## src/rtl/imd_pkg.sv

```systemverilog
// ----------------------------------------------------------------------------
// imd_pkg: shared types and constants of the integer multiply/divide unit
// Word width, command codes, sequencer states and the control bundle that
// the sequencer sends to the datapath.
// ----------------------------------------------------------------------------
package imd_pkg;

  localparam int unsigned DataWidth = 32;
  localparam int unsigned CmdWidth  = 3;
  localparam int unsigned CntWidth  = $clog2(DataWidth);

  // input item: command, operand_a, operand_b packed from bit 0, padded to bytes
  localparam int unsigned InBits   = CmdWidth + 2 * DataWidth;
  localparam int unsigned InTdataW = ((InBits + 7) / 8) * 8;
  localparam int unsigned OutTdataW = ((DataWidth + 7) / 8) * 8;

  typedef enum logic [CmdWidth-1:0] {
    CmdMul  = 3'd0,
    CmdDivu = 3'd1,
    CmdRemu = 3'd2,
    CmdDiv  = 3'd3,
    CmdRem  = 3'd4
  } cmd_e;

  typedef enum logic [1:0] {
    StIdle,
    StRun,
    StFix
  } state_e;

  typedef struct packed {
    logic load;
    logic step;
    logic fix;
  } imd_ctrl_t;

endpackage

```

## src/rtl/imd_datapath.sv

```systemverilog
// ----------------------------------------------------------------------------
// imd_datapath: operand registers and the shared add/subtract unit
// Shift-add multiply and restoring divide, one bit per step, then a
// sign fixup step through the same adder.
// ----------------------------------------------------------------------------
module imd_datapath
  import imd_pkg::*;
(
  input  logic                 clk_i,
  input  imd_ctrl_t            ctrl_i,
  input  cmd_e                 cmd_i,
  input  logic [DataWidth-1:0] opa_i,
  input  logic [DataWidth-1:0] opb_i,
  output logic [DataWidth-1:0] result_o
);

  cmd_e                 cmd_q;
  logic [DataWidth:0]   acc_q;   // product or partial remainder
  logic [DataWidth-1:0] x_q;     // multiplier / dividend -> quotient
  logic [DataWidth-1:0] y_q;     // multiplicand / divisor
  logic                 neg_q;
  logic                 zero_q;

  logic                 sign_a, sign_b;
  logic [DataWidth-1:0] mag_a, mag_b;
  logic                 is_mul, is_quo;
  logic [DataWidth:0]   add_a, add_b, sum;
  logic                 add_sub;
  logic [DataWidth-1:0] sel;

  assign sign_a = opa_i[DataWidth-1];
  assign sign_b = opb_i[DataWidth-1];
  assign mag_a  = sign_a ? (~opa_i + 1'b1) : opa_i;
  assign mag_b  = sign_b ? (~opb_i + 1'b1) : opb_i;

  assign is_mul = (cmd_q == CmdMul);
  assign is_quo = cmd_q inside {CmdDivu, CmdDiv};
  assign sel    = is_quo ? x_q : acc_q[DataWidth-1:0];

  // shared adder
  always_comb begin
    add_a   = acc_q;
    add_b   = {1'b0, y_q};
    add_sub = 1'b0;
    if (ctrl_i.fix) begin
      add_a   = '0;
      add_b   = {1'b0, sel};
      add_sub = 1'b1;
    end else if (!is_mul) begin
      add_a   = {acc_q[DataWidth-1:0], x_q[DataWidth-1]};
      add_sub = 1'b1;
    end
  end

  assign sum = add_a + (add_sub ? ~add_b : add_b) + {{DataWidth{1'b0}}, add_sub};

  always_ff @(posedge clk_i) begin
    if (ctrl_i.load) begin
      cmd_q <= cmd_i;
      acc_q <= '0;
      case (cmd_i)
        CmdMul: begin
          x_q    <= opa_i;
          y_q    <= opb_i;
          neg_q  <= 1'b0;
          zero_q <= 1'b0;
        end
        CmdDivu, CmdRemu: begin
          x_q    <= opa_i;
          y_q    <= opb_i;
          neg_q  <= 1'b0;
          zero_q <= (opb_i == '0);
        end
        CmdDiv: begin
          x_q    <= mag_a;
          y_q    <= mag_b;
          neg_q  <= sign_a ^ sign_b;
          zero_q <= (opb_i == '0);
        end
        CmdRem: begin
          x_q    <= mag_a;
          y_q    <= mag_b;
          neg_q  <= sign_a;
          zero_q <= (opb_i == '0);
        end
        default: begin
          x_q    <= opa_i;
          y_q    <= opb_i;
          neg_q  <= 1'b0;
          zero_q <= 1'b1;
        end
      endcase
    end else if (ctrl_i.step) begin
      if (is_mul) begin
        if (x_q[0]) begin
          acc_q <= {1'b0, sum[DataWidth-1:0]};
        end
        x_q <= x_q >> 1;
        y_q <= y_q << 1;
      end else begin
        acc_q <= sum[DataWidth] ? add_a : sum;
        x_q   <= {x_q[DataWidth-2:0], ~sum[DataWidth]};
      end
    end
  end

  always_comb begin
    if (zero_q) begin
      result_o = '0;
    end else if (neg_q) begin
      result_o = sum[DataWidth-1:0];
    end else begin
      result_o = sel;
    end
  end

endmodule

```

## src/rtl/int_mul_div_unit.sv

```systemverilog
// ----------------------------------------------------------------------------
// int_mul_div_unit: iterative 32-bit integer multiply/divide unit
// Low product, unsigned and signed quotient and remainder on one shared
// adder, one bit per cycle.
// ----------------------------------------------------------------------------
// Usage:
//   s_axis carries one command item: command, operand_a, operand_b.
//   m_axis returns one 32-bit result item per command.
//   An item is accepted only while the unit is idle. The operands load at
//   the accepting edge. The item then runs through the bit-serial loop of
//   the shared add/subtract unit, one bit per step, and a sign fixup
//   step, after which the result sits in the output register. The unit
//   takes no new item until the sequencer is back in idle.
//   The output register separates the two sides: the next item is accepted
//   while a result still waits. If the receiver stalls, the unit holds in
//   the fixup step until the output register is free, so no result is lost.
//   Division by zero and unused command codes return 0.
//   Reset empties the output register and returns the sequencer to idle.
// ----------------------------------------------------------------------------
module int_mul_div_unit
  import imd_pkg::*;
(
  input  logic                 clk_i,
  input  logic                 rst_ni,
  input  logic                 s_axis_tvalid_i,
  output logic                 s_axis_tready_o,
  input  logic [InTdataW-1:0]  s_axis_tdata_i,   // command[2:0], operand_a, operand_b
  output logic                 m_axis_tvalid_o,
  input  logic                 m_axis_tready_i,
  output logic [OutTdataW-1:0] m_axis_tdata_o    // result
);

  state_e                state_q, state_d;
  logic [CntWidth-1:0]   cnt_q, cnt_d;
  logic                  out_valid_q, out_valid_d;
  logic [DataWidth-1:0]  out_data_q;
  imd_ctrl_t             ctrl;
  logic [DataWidth-1:0]  dp_result;
  logic                  in_accept;

  assign in_accept = s_axis_tvalid_i && s_axis_tready_o;

  always_comb begin
    state_d         = state_q;
    cnt_d           = cnt_q;
    ctrl            = '0;
    s_axis_tready_o = 1'b0;
    case (state_q)
      StIdle: begin
        s_axis_tready_o = 1'b1;
        if (s_axis_tvalid_i) begin
          ctrl.load = 1'b1;
          cnt_d     = '0;
          state_d   = StRun;
        end
      end
      StRun: begin
        ctrl.step = 1'b1;
        cnt_d     = cnt_q + 1'b1;
        if (cnt_q == CntWidth'(DataWidth - 1)) begin
          state_d = StFix;
        end
      end
      StFix: begin
        if (!out_valid_q || m_axis_tready_i) begin
          ctrl.fix = 1'b1;
          state_d  = StIdle;
        end
      end
      default: begin
        state_d = StIdle;
      end
    endcase
  end

  always_comb begin
    out_valid_d = out_valid_q;
    if (ctrl.fix) begin
      out_valid_d = 1'b1;
    end else if (m_axis_tready_i) begin
      out_valid_d = 1'b0;
    end
  end

  always_ff @(posedge clk_i or negedge rst_ni) begin
    if (!rst_ni) begin
      state_q     <= StIdle;
      cnt_q       <= '0;
      out_valid_q <= 1'b0;
    end else begin
      state_q     <= state_d;
      cnt_q       <= cnt_d;
      out_valid_q <= out_valid_d;
    end
  end

  always_ff @(posedge clk_i) begin
    if (ctrl.fix) begin
      out_data_q <= dp_result;
    end
  end

  imd_datapath u_datapath (
    .clk_i    (clk_i),
    .ctrl_i   (ctrl),
    .cmd_i    (cmd_e'(s_axis_tdata_i[CmdWidth-1:0])),
    .opa_i    (s_axis_tdata_i[CmdWidth +: DataWidth]),
    .opb_i    (s_axis_tdata_i[CmdWidth + DataWidth +: DataWidth]),
    .result_o (dp_result)
  );

  assign m_axis_tvalid_o = out_valid_q;
  assign m_axis_tdata_o  = OutTdataW'(out_data_q);

`ifndef SYNTHESIS
  a_accept_starts_run: assert property (@(posedge clk_i) disable iff (!rst_ni)
    in_accept |=> (state_q == StRun) && (cnt_q == '0))
    else $error("accepted item did not start the loop");

  a_fix_fills_output: assert property (@(posedge clk_i) disable iff (!rst_ni)
    ctrl.fix |=> m_axis_tvalid_o)
    else $error("fixup did not fill the output register");

  a_no_overwrite: assert property (@(posedge clk_i) disable iff (!rst_ni)
    (state_q == StFix) && m_axis_tvalid_o && !m_axis_tready_i |=> (state_q == StFix))
    else $error("pending result overwritten");

  a_no_accept_busy: assert property (@(posedge clk_i) disable iff (!rst_ni)
    (state_q == StRun) || (state_q == StFix) |-> !in_accept)
    else $error("item accepted while busy");
`endif

endmodule

```

## config.mk

```make
export PLATFORM = sky130hd
export DESIGN_NAME = int_mul_div_unit
export DESIGN_NICKNAME = d
export VERILOG_FILES = /design/src/rtl/imd_pkg.sv /design/src/rtl/imd_datapath.sv /design/src/rtl/int_mul_div_unit.sv
export SDC_FILE = /design/constraint.sdc
export NUM_CORES = 1
export LEC_CHECK = 0
export ABC_AREA = 1
export CAP_MARGIN = 40
export CORE_ASPECT_RATIO = 0.9
export CORE_MARGIN = 10
export CORE_UTILIZATION = 45
export DETAILED_ROUTE_END_ITERATION = 7
export DONT_BUFFER_PORTS = 1
export PLACE_DENSITY = 0.72
export SKIP_LAST_GASP = 1
export SYNTH_ARGS = -nofsm -noshare
export SYNTH_HDL_FRONTEND = slang
export SYNTH_HIERARCHICAL = 1
export SYNTH_SLANG_ARGS = --single-unit
```

## constraint.sdc

```tcl
create_clock -name clk_i -period 4.6 [get_ports clk_i]
set_input_delay 0.46 -clock clk_i [delete_from_list [all_inputs] [get_ports clk_i]]
set_output_delay 0.46 -clock clk_i [all_outputs]
set_load 0.1 [all_outputs]
```

==> impl_metrics.toml, run 1 <==
[status]
outcome = "complete, no violations"

[pwr]
p_clk_frac = 0.169
combPwrFrac = 0.558
p_int_w = 0.00440
p_per_area_nw_per_um2 = 638
swShare = 0.474
p_seq_frac = 0.273
leakagePower_nw = 5.85
ir_drop_uv = 316
power.net_switching_w = 0.00396

[route]
vias = 11300
totalWireLength_um = 37200
dr.pass1.iters = 5
route.detailed.drc = 0
detail-route-antenna-nets = 0
drtIter0Drc = 1225
wl_per_cell_um = 18.4
viasPerCell = 5.56

[timing]
fmax_ghz = 0.243
slew_violations = 0
finalSetupViolations = 0
post-route-period-util = 0.895
rsz0062_at_grt = "false"
tightest_slew_ns = 0.895
hold_violations = 0
fin_worst_skew_ns = 0.0111
fin_crit_ns = 4.12
slew_headroom = 0.405
tns_ns = 0

[final_layout]
fin_nets = 1789
post-route-util = 0.518
drive_gt1_frac = 0.0937
area_growth_pct = 13.2
finalNonFillerCells = 2029
antenna_cells = 0

[cts]
cts_root_buf = "clkbuf_16"
post-cts-setup-buffers = 0
cts_buffers = 17
cts_tree = "yes"
htreeDepth = 4
numClockSinks = 141
clkTransAtPathRegs_ns = 0.07
clock_latency_ns = 0.43
cts_resized = 0
cts.path.max_buffers = 2

[die]
rows = 55
die_w_um = 189
io_pins = 110
coreArea_um2 = 25300
initial_core_util = 0.458
dieArea_um2 = 32500
die_h_um = 172

[logic_synthesis]
ys.flop_type = "edfxtp_1"
yosysSeqAreaShare = 0.335
synth-seq-cells = 141
async_reset_ff_frac = 0.0567
synth_area_um2 = 11600
synth-edff-count = 101
avgSynthCellArea_um2 = 6.92
yosysTopAreaCell = "edfxtp_1"
yosysTopAreaCellShare = 0.262
ys_types = 57
syn_nets = 1787
syn_inst = 1672
synth_most_common_cell = "nand2_1"
synth_warnings = 6
yosys-top-cells-area = "edfxtp_1, nand2_1, o21ai_0, inv_1, a21oi_1"
synth_common_cells = "nand2_1, inv_1, o21ai_0"

[worst_setup_path]
r2r_start = "state_q[0]$_DFFE_PN0P_"
startpoint = "state_q[0]$_DFFE_PN0P_"
cp_max_fo = 12
r2r_cells = 16
worstPathRequired_ns = 4.77
crit_type = "flip-flop to flip-flop"
endpoint = "m_axis_tdata_o[22]$_DFFE_PP_"
crit_path_end_kind = "flip-flop"
worst_r2r_endpoint = "m_axis_tdata_o[22]$_DFFE_PP_"
crit_arrival_ns = 4.29
reg2reg_slack_ns = 0.48
start_kind = "flip-flop"

[global_routing]
grt_pass1_vias = 10400
grt_max_degree = 131
grt.overflow.total = 0
grt_pass1_wl_um = 58100
grt_usage = 0.226
antenna_found_initial = 0

[worst_hold_path]
hp-class = "primary input to flip-flop"

[placement]
port_buffers = 0
place_hpwl_um = 27800
gp_congestion = 0.979
place_inst = 1994

[job]
maxCapViolations = 0
stage by stage:
step	cell area (um2)	total power [W]	setup WS (ns)	hold WS, ns
floorplan	11600	0.00561	0.197	0.164
global placement	12000	0.00675	0.614	0.165
detailed placement	12400	0.00684	0.589	0.165
CTS	13000	0.00829	0.574	0.0963
global route	13100	0.00901	0.103	0.0939
finish	13100	0.00835	0.483	0.119
power groups by stage:
stage | registers (W) | logic (W) | clock network (W)
after floorplan | 0.00214 | 0.00347 | 0
after global placement | 0.00228 | 0.00447 | 0
after detailed placement | 0.00229 | 0.00455 | 0
after CTS | 0.00227 | 0.00458 | 0.00144
after global routing | 0.00231 | 0.00519 | 0.00151
final | 0.00228 | 0.00466 | 0.00141
sequential cells by signal, indices dropped and copies added, names as in the netlist:
register	cells
u_datapath/y_q	32
u_datapath/acc_q	32
state_q	2
cnt_q	5
u_datapath/cmd_q	3
u_datapath/neg_q	1
u_datapath/zero_q	1
u_datapath/x_q	32
m_axis_tvalid_o	1
m_axis_tdata_o	32
logic make-up after synthesis:
family,count (synthesis),share of synthesized area
fa+ha+maj,39,0.0428
xor+xnor,48,0.0363
flops,141,0.335
mux,12,0.0114
compound gates,445,0.219
simple gates,706,0.258
buf+inv,281,0.0969
critical path, cell delays in order, from the launching register on:
cell	delay [ns]
dfrtp_1	0.43
nor2_1	0.12
inv_1	0.09
nor2_4	0.28
buf_4	0.25
nor2_1	0.09
inv_1	0.30
o21bai_1	0.16
fa_1	0.47
o21ai_2	0.24
a21oi_1	0.22
o21ai_1	0.43
a21oi_1	0.22
xor2_1	0.23
nand2_1	0.07
o211ai_1	0.18
inv_1	0.09
cells in the final DEF (no fill, tap or decap), drive strengths merged, types with 6 or more instances in the layout:
| master | count |
|---|---|
| ha | 38 |
| clkinv | 8 |
| a31oi | 6 |
| o21a | 12 |
| xor2 | 23 |
| clkbuf | 23 |
| a21o | 12 |
| dfxtp | 32 |
| nand4 | 13 |
| dfrtp | 8 |
| xnor2 | 25 |
| edfxtp | 101 |
| o22ai | 12 |
| nand3 | 69 |
| o21bai | 16 |
| nand2 | 425 |
| mux2 | 9 |
| a21oi | 145 |
| buf | 56 |
| inv | 204 |
| o21ai | 201 |
| nor3 | 34 |
| nor2 | 153 |
| o211ai | 30 |
metal layers:
metal	global-route usage	vias to the layer above	wire, um
met2	0.359	488	16600
li1	-	5600	-
met4	0.0717	0	873
met3	0.0419	43	3160
met1	0.306	5158	16600
met5	0	-	0
repair_timing:
item                       4_1_cts  5_1_grt
hold endpoints to repair         8        0
hold buffers                     1        0
setup endpoints to repair        0        0
layout make-up:
cell class | instances | area (um2)
clock buffer | 21 | 493
clock inverter | 11 | 106
fill | 2511 | 12200
inverter | 205 | 779
multi-input combinational | 1250 | 6590
sequential | 141 | 3870
tap | 342 | 428
timing repair buffer | 59 | 818
how the worst min path moves through the flow:
| stage | startpoint | endpoint | slack (ns) | cells past startpoint |
|---|---|---|---|---|
| floorplan | rst_ni | cnt_q[0]$_DFFE_PN0P_ | 0.16 | 0 |
| global placement | rst_ni | cnt_q[2]$_DFFE_PN0P_ | 0.16 | 0 |
| detailed placement | rst_ni | cnt_q[2]$_DFFE_PN0P_ | 0.16 | 0 |
| CTS | s_axis_tdata_i[2] | u_datapath/cmd_q[2]$_DFFE_PP_ | 0.1 | 0 |
| global route | s_axis_tdata_i[1] | u_datapath/cmd_q[1]$_DFFE_PP_ | 0.09 | 0 |
| finish | s_axis_tdata_i[1] | u_datapath/cmd_q[1]$_DFFE_PP_ | 0.12 | 0 |
Note: power is estimated with default switching activity, not from simulation.
==> inputs of run 2 (changes only) <==
Settings changed: CORE_ASPECT_RATIO 0.9 to default, CORE_UTILIZATION 45 to 33, MAX_ROUTING_LAYER from default to met4, PLACE_DENSITY 0.72 to 0.58.
==> run 2 against run 1 <==
Net effect:
- non-clock buffer count unchanged
- sequential power up 2%
- clock skew up 0.0030 ns
- worst hold slack worse by 0.017 ns
- fmax down 1.4%
- critical path depth up 3
- sequential share of layout area down 0.88 points
- via count down 1.4%
- wire length up 4.8%
- clock power about the same
- sequential cell count unchanged
- critical path type unchanged
- critical endpoint is now u_datapath/acc_q[23]$_SDFFE_PP0P_
- largest power group unchanged
==> impl_metrics.toml, run 2 (synthesis gave the netlist of run 1 again) <==
[status]
outcome = "complete, no violations"

[die]
rows = 68
io_pins = 110
initial_core_util = 0.335
dieArea_um2 = 42900
coreArea_um2 = 34500
die_h_um = 207
die_w_um = 207

[final_layout]
drive_gt1_frac = 0.0937
fillers = 3668
area_growth_pct = 16.6
mostFrequentLayoutCell = "nand2_1"
fin_nets = 1789
seq_area_um2 = 3870
multi_input_area_um2 = 6590
final_cell_mix = "nand2_1, inv_1, o21ai_0"

[timing]
finalSetupViolations = 0
holdWs_ns = 0.102
rsz0062_at_grt = "true"
slew_headroom = 0.402
fin_worst_skew_ns = 0.0141
post-route-period-util = 0.908
slew_violations = 0
hold_violations = 0
fmax_ghz = 0.239
tightest_slew_ns = 0.891
fin_crit_ns = 4.18

[cts]
numClockSinks = 141
clock_latency_ns = 0.45
cts_buffers = 17
clkTransAtPathRegs_ns = 0.07
cts.path.max_buffers = 2
post-cts-setup-buffers = 0
cts_resized = 0
htreeDepth = 4
cts_tree = "yes"
cts_root_buf = "clkbuf_16"

[route]
vias = 11100
dr.pass1.iters = 5
route.detailed.drc = 0
totalWireLength_um = 39000
wl_per_cell_um = 18.2
drtIter0Drc = 893
viasPerCell = 5.19
detail-route-antenna-nets = 0

[worst_setup_path]
r2r_start = "u_datapath/cmd_q[0]$_DFFE_PP_"
r2r_cells = 19
cp_max_fo = 77
crit_arrival_ns = 4.55
start_kind = "flip-flop"
crit_type = "flip-flop to flip-flop"
crit_path_end_kind = "flip-flop"
reg2reg_slack_ns = 0.42
worst_r2r_endpoint = "u_datapath/acc_q[23]$_SDFFE_PP0P_"
worstPathRequired_ns = 4.97

[job]
maxCapViolations = 0

[worst_hold_path]
hold_depth = 0
hp-class = "primary input to flip-flop"
hold_start = "s_axis_tdata_i[2]"
holdPathEnd = "u_datapath/cmd_q[2]$_DFFE_PP_"

[placement]
place_hpwl_um = 29800
gp_congestion = 0.961
port_buffers = 0

[pwr]
leakagePower_nw = 5.95
p_per_area_nw_per_um2 = 613
power_w = 0.00827
ir_drop_uv = 281

[global_routing]
grt_usage = 0.182
antenna_found_initial = 0
grt.overflow.total = 0
grt_pass1_vias = 10500
grt_pass1_wl_um = 60700
grt_max_degree = 78
[run 2: cell count changes in the layout (fill, tap and decap cells not counted), sizes merged]
| cell | change |
|---|---|
| diode | +1 |
| buf | +2 |
| inv | +1 |
| clkbuf | -3 |
[run 2: metrics by stage]
stage          cells  worst slack [ns]  area, um2  TNS [ns]   util
2_1_floorplan   1672             0.197      11600         0      -
3_3_place_gp    2077             0.528      12000         0  0.349
3_5_place_dp    2109             0.477      12900         0  0.373
4_1_cts         2142             0.454      13500         0  0.390
5_1_grt         2142          -0.00346      13500  -0.00439  0.390
6_report        2143             0.425      13500         0  0.391
[run 2: routing by layer]
layer / track usage / share of wire
met1: 0.231 / 0.46
met3: 0.0384 / 0.065
met2: 0.279 / 0.45
met5: - / 0
met4: 0.0655 / 0.027
[run 2: final cells by class]
cell class,count,area share
diodes,1,0.000185
clock inverters,12,0.00798
clock buffers,20,0.0355
multi-input cells,1250,0.489
flip-flops and latches,141,0.287
inverters,205,0.0578
repair buffers,59,0.0805
well taps,455,0.0422
[run 2: worst max-delay path, stage by stage (launching register included)]
cell,delay (ns)
edfxtp_1,0.44
nor2_2,0.19
nand2_4,0.22
buf_12,0.28
o21ai_0,0.43
o21ai_0,0.18
ha_1,0.43
a21oi_1,0.26
o21ai_1,0.13
nand2_1,0.07
nand2_1,0.08
a21oi_1,0.21
nand2_1,0.10
nand2_2,0.08
nand3_4,0.12
nor2_8,0.48
nand2_1,0.12
nand2_1,0.09
inv_1,0.05
a21oi_2,0.11
[run 2: worst max path at each step]
stage                                              from                           endpoint  slack (ns)  cells after the start
final                     u_datapath/cmd_q[0]$_DFFE_PP_  u_datapath/acc_q[23]$_SDFFE_PP0P_        0.42                     19
after global routing      u_datapath/cmd_q[0]$_DFFE_PP_  u_datapath/acc_q[12]$_SDFFE_PP0P_      -0.003                     19
after CTS                 u_datapath/cmd_q[0]$_DFFE_PP_  u_datapath/acc_q[27]$_SDFFE_PP0P_        0.45                     21
after detailed placement  u_datapath/cmd_q[0]$_DFFE_PP_  u_datapath/acc_q[27]$_SDFFE_PP0P_        0.48                     21
after global placement    u_datapath/cmd_q[0]$_DFFE_PP_  u_datapath/acc_q[27]$_SDFFE_PP0P_        0.53                     21
after floorplan                  state_q[0]$_DFFE_PN0P_    u_datapath/y_q[0]$_SDFFCE_PN0P_        0.20                      8
[run 2: power breakdown]
part           total, W  internal (W)  switching (W)
registers       0.00232       0.00191       0.000405
clock network   0.00139      0.000809       0.000583
logic           0.00456       0.00159        0.00297
[run 2: repair_timing]
item | 4_1_cts | 5_1_grt
hold endpoints to repair | 8 | 0
setup endpoints to repair | 0 | 2
hold buffers | 1 | 0
==> inputs of run 3 (changes only) <==
Settings changed: GPL_TIMING_DRIVEN from default to 0.
==> run 3 against run 2 <==
Net effect:
- combinational power grew 8.6%
- sequential power is essentially flat
- sequential share of layout area is 0.18 points lower
- fmax is 6.7% lower
- wire length up 17%
- first-iteration DRC count up 33%
- via count grew 5.7%
- global-route usage is 2.9 points higher
- highest routed layer unchanged
- setup slack worse by 0.30 ns
- die area stayed put
- critical path type unchanged
- power increased by 8.1%
==> impl_metrics.toml, run 3 (synthesis gave the netlist of run 1 again) <==
[status]
outcome = "complete, no violations"

[cts]
cts.path.max_buffers = 2
cts_tree = "yes"
cts_root_buf = "clkbuf_16"
numClockSinks = 141
clkTransAtPathRegs_ns = 0.06
htreeDepth = 4
cts_buffers = 17
clock_latency_ns = 0.46

[final_layout]
drive_gt1_frac = 0.0987
finalNonFillerCells = 2188
design_area_um2 = 13600
fin_nets = 1834
final_cell_mix = "nand2_1, inv_1, o21ai_0"
mostFrequentLayoutCell = "nand2_1"
post-route-util = 0.393
area_growth_pct = 17.4

[global_routing]
grt.overflow.total = 0
grt_usage = 0.211
grt_pass1_wl_um = 68700
antenna_found_initial = 1
grt_max_degree = 28
grt_pass1_vias = 11000

[worst_setup_path]
cp_slowest_cell = "a21oi_1"
cpMostUsedCell = "a21oi_1"
cp_max_fo = 10
r2r_cells = 18
path_cells = "nor2_2 > nand2_2 > buf_2 > clkbuf_2 > clkbuf_2 > a21oi_1 > o21ai_0 > nand2_1 > ha_1 > a21oi_1 > o21ai_2 > a21oi_1 > o21ai_2 > a21oi_1 > xor2_1 > nand2_1 > o211ai_1 > inv_1"
slowest_delay_ns = 0.46
worstPathRequired_ns = 4.78
crit_cells = 18
cpLargestDelayFamily = "compound AO/OA/AOI/OAI gates"
crit_path_end_kind = "flip-flop"
worst-path-buf-inv = 4
start_kind = "flip-flop"
crit_arrival_ns = 4.66
crit_type = "flip-flop to flip-flop"

[route]
vias = 11800
dr.pass1.iters = 5
viasPerCell = 5.38
route.detailed.drc = 0
wl_per_cell_um = 20.8
detail-route-antenna-nets = 0
totalWireLength_um = 45600
drtIter0Drc = 1189

[timing]
fmax_ghz = 0.223
tightest_slew_ns = 0.898
hold_violations = 0
slew_headroom = 0.402
rsz0062_at_grt = "false"
fin_worst_skew_ns = 0.0179
fin_crit_ns = 4.48
finalSetupViolations = 0
slew_violations = 0
post-route-period-util = 0.973

[worst_hold_path]
hp-class = "primary input to flip-flop"
hold_depth = 0

[die]
die_h_um = 207
rows = 68
coreArea_um2 = 34500
die_w_um = 207
io_pins = 110
initial_core_util = 0.335
dieArea_um2 = 42900

[placement]
port_buffers = 0
place_hpwl_um = 36500
place_inst = 2147
place_area_um2 = 12700
gp_congestion = 1.02

[pwr]
leakagePower_nw = 5.98
power_w = 0.00894
ir_drop_uv = 346
p_per_area_nw_per_um2 = 658

[job]
maxCapViolations = 0
-- run 3: per-layer routing --
metal	GRT usage	up-vias	routed length, um
met3	0.0402	63	3500
met4	0.0728	0	1340
met1	0.279	5538	20800
met2	0.315	472	19900
li1	-	5691	-
met5	-	-	0
-- run 3: final timing paths --
| kind | slack [ns] | endpoint | startpoint |
|---|---|---|---|
| worst max-delay path | 0.12 | m_axis_tdata_o[22]$_DFFE_PP_ | u_datapath/cmd_q[0]$_DFFE_PP_ |
| worst min-delay path | 0.10 | u_datapath/cmd_q[2]$_DFFE_PP_ | s_axis_tdata_i[2] |
| worst max register to register | 0.12 | m_axis_tdata_o[22]$_DFFE_PP_ | u_datapath/cmd_q[0]$_DFFE_PP_ |
| worst min register to register | 0.48 | cnt_q[4]$_DFFE_PN0P_ | cnt_q[4]$_DFFE_PN0P_ |
| max in group asynchronous | 3.96 | cnt_q[1]$_DFFE_PN0P_ | rst_ni |
| min in group asynchronous | 0.37 | m_axis_tvalid_o$_DFFE_PN0P_ | rst_ni |
-- run 3: cell type report --
cell class / instances / area (um2)
Fill cell: 3709 / 21000
Antenna cell: 1 / 2.50
Timing Repair Buffer: 31 / 678
Multi-Input combinational cell: 1250 / 6620
Clock inverter: 14 / 240
Inverter: 205 / 783
Buffer: 73 / 368
Clock buffer: 18 / 439
Sequential cell: 141 / 3870
Tap cell: 455 / 569
-- run 3: power by group --
part,total [W],switching [W],internal [W]
Combinational,0.00495,0.00326,0.00169
Sequential,0.00233,0.000421,0.00191
Clock,0.00165,0.000618,0.00103
Total,0.00894,0.00430,0.00463
-- run 3: per-stage QoR --
step	setup slack (ns)	hold WS, ns	TNS [ns]
3_3_place_gp	-1.41	0.165	-134.87
3_5_place_dp	-0.413	0.165	-11.05
5_1_grt	0.00186	0.0858	0
2_1_floorplan	0.197	0.164	0
4_1_cts	-0.00370	0.0877	-0.00370
6_report	0.124	0.101	0
-- run 3: timing repair --
| item | CTS | global route |
|---|---|---|
| pin swaps | 0 | 1 |
| buffers inserted | 0 | 6 |
| resized for setup | 14 | 32 |
| setup endpoints to repair | 45 | 37 |
| hold endpoints to repair | 8 | 0 |
| hold buffers | 1 | 0 |
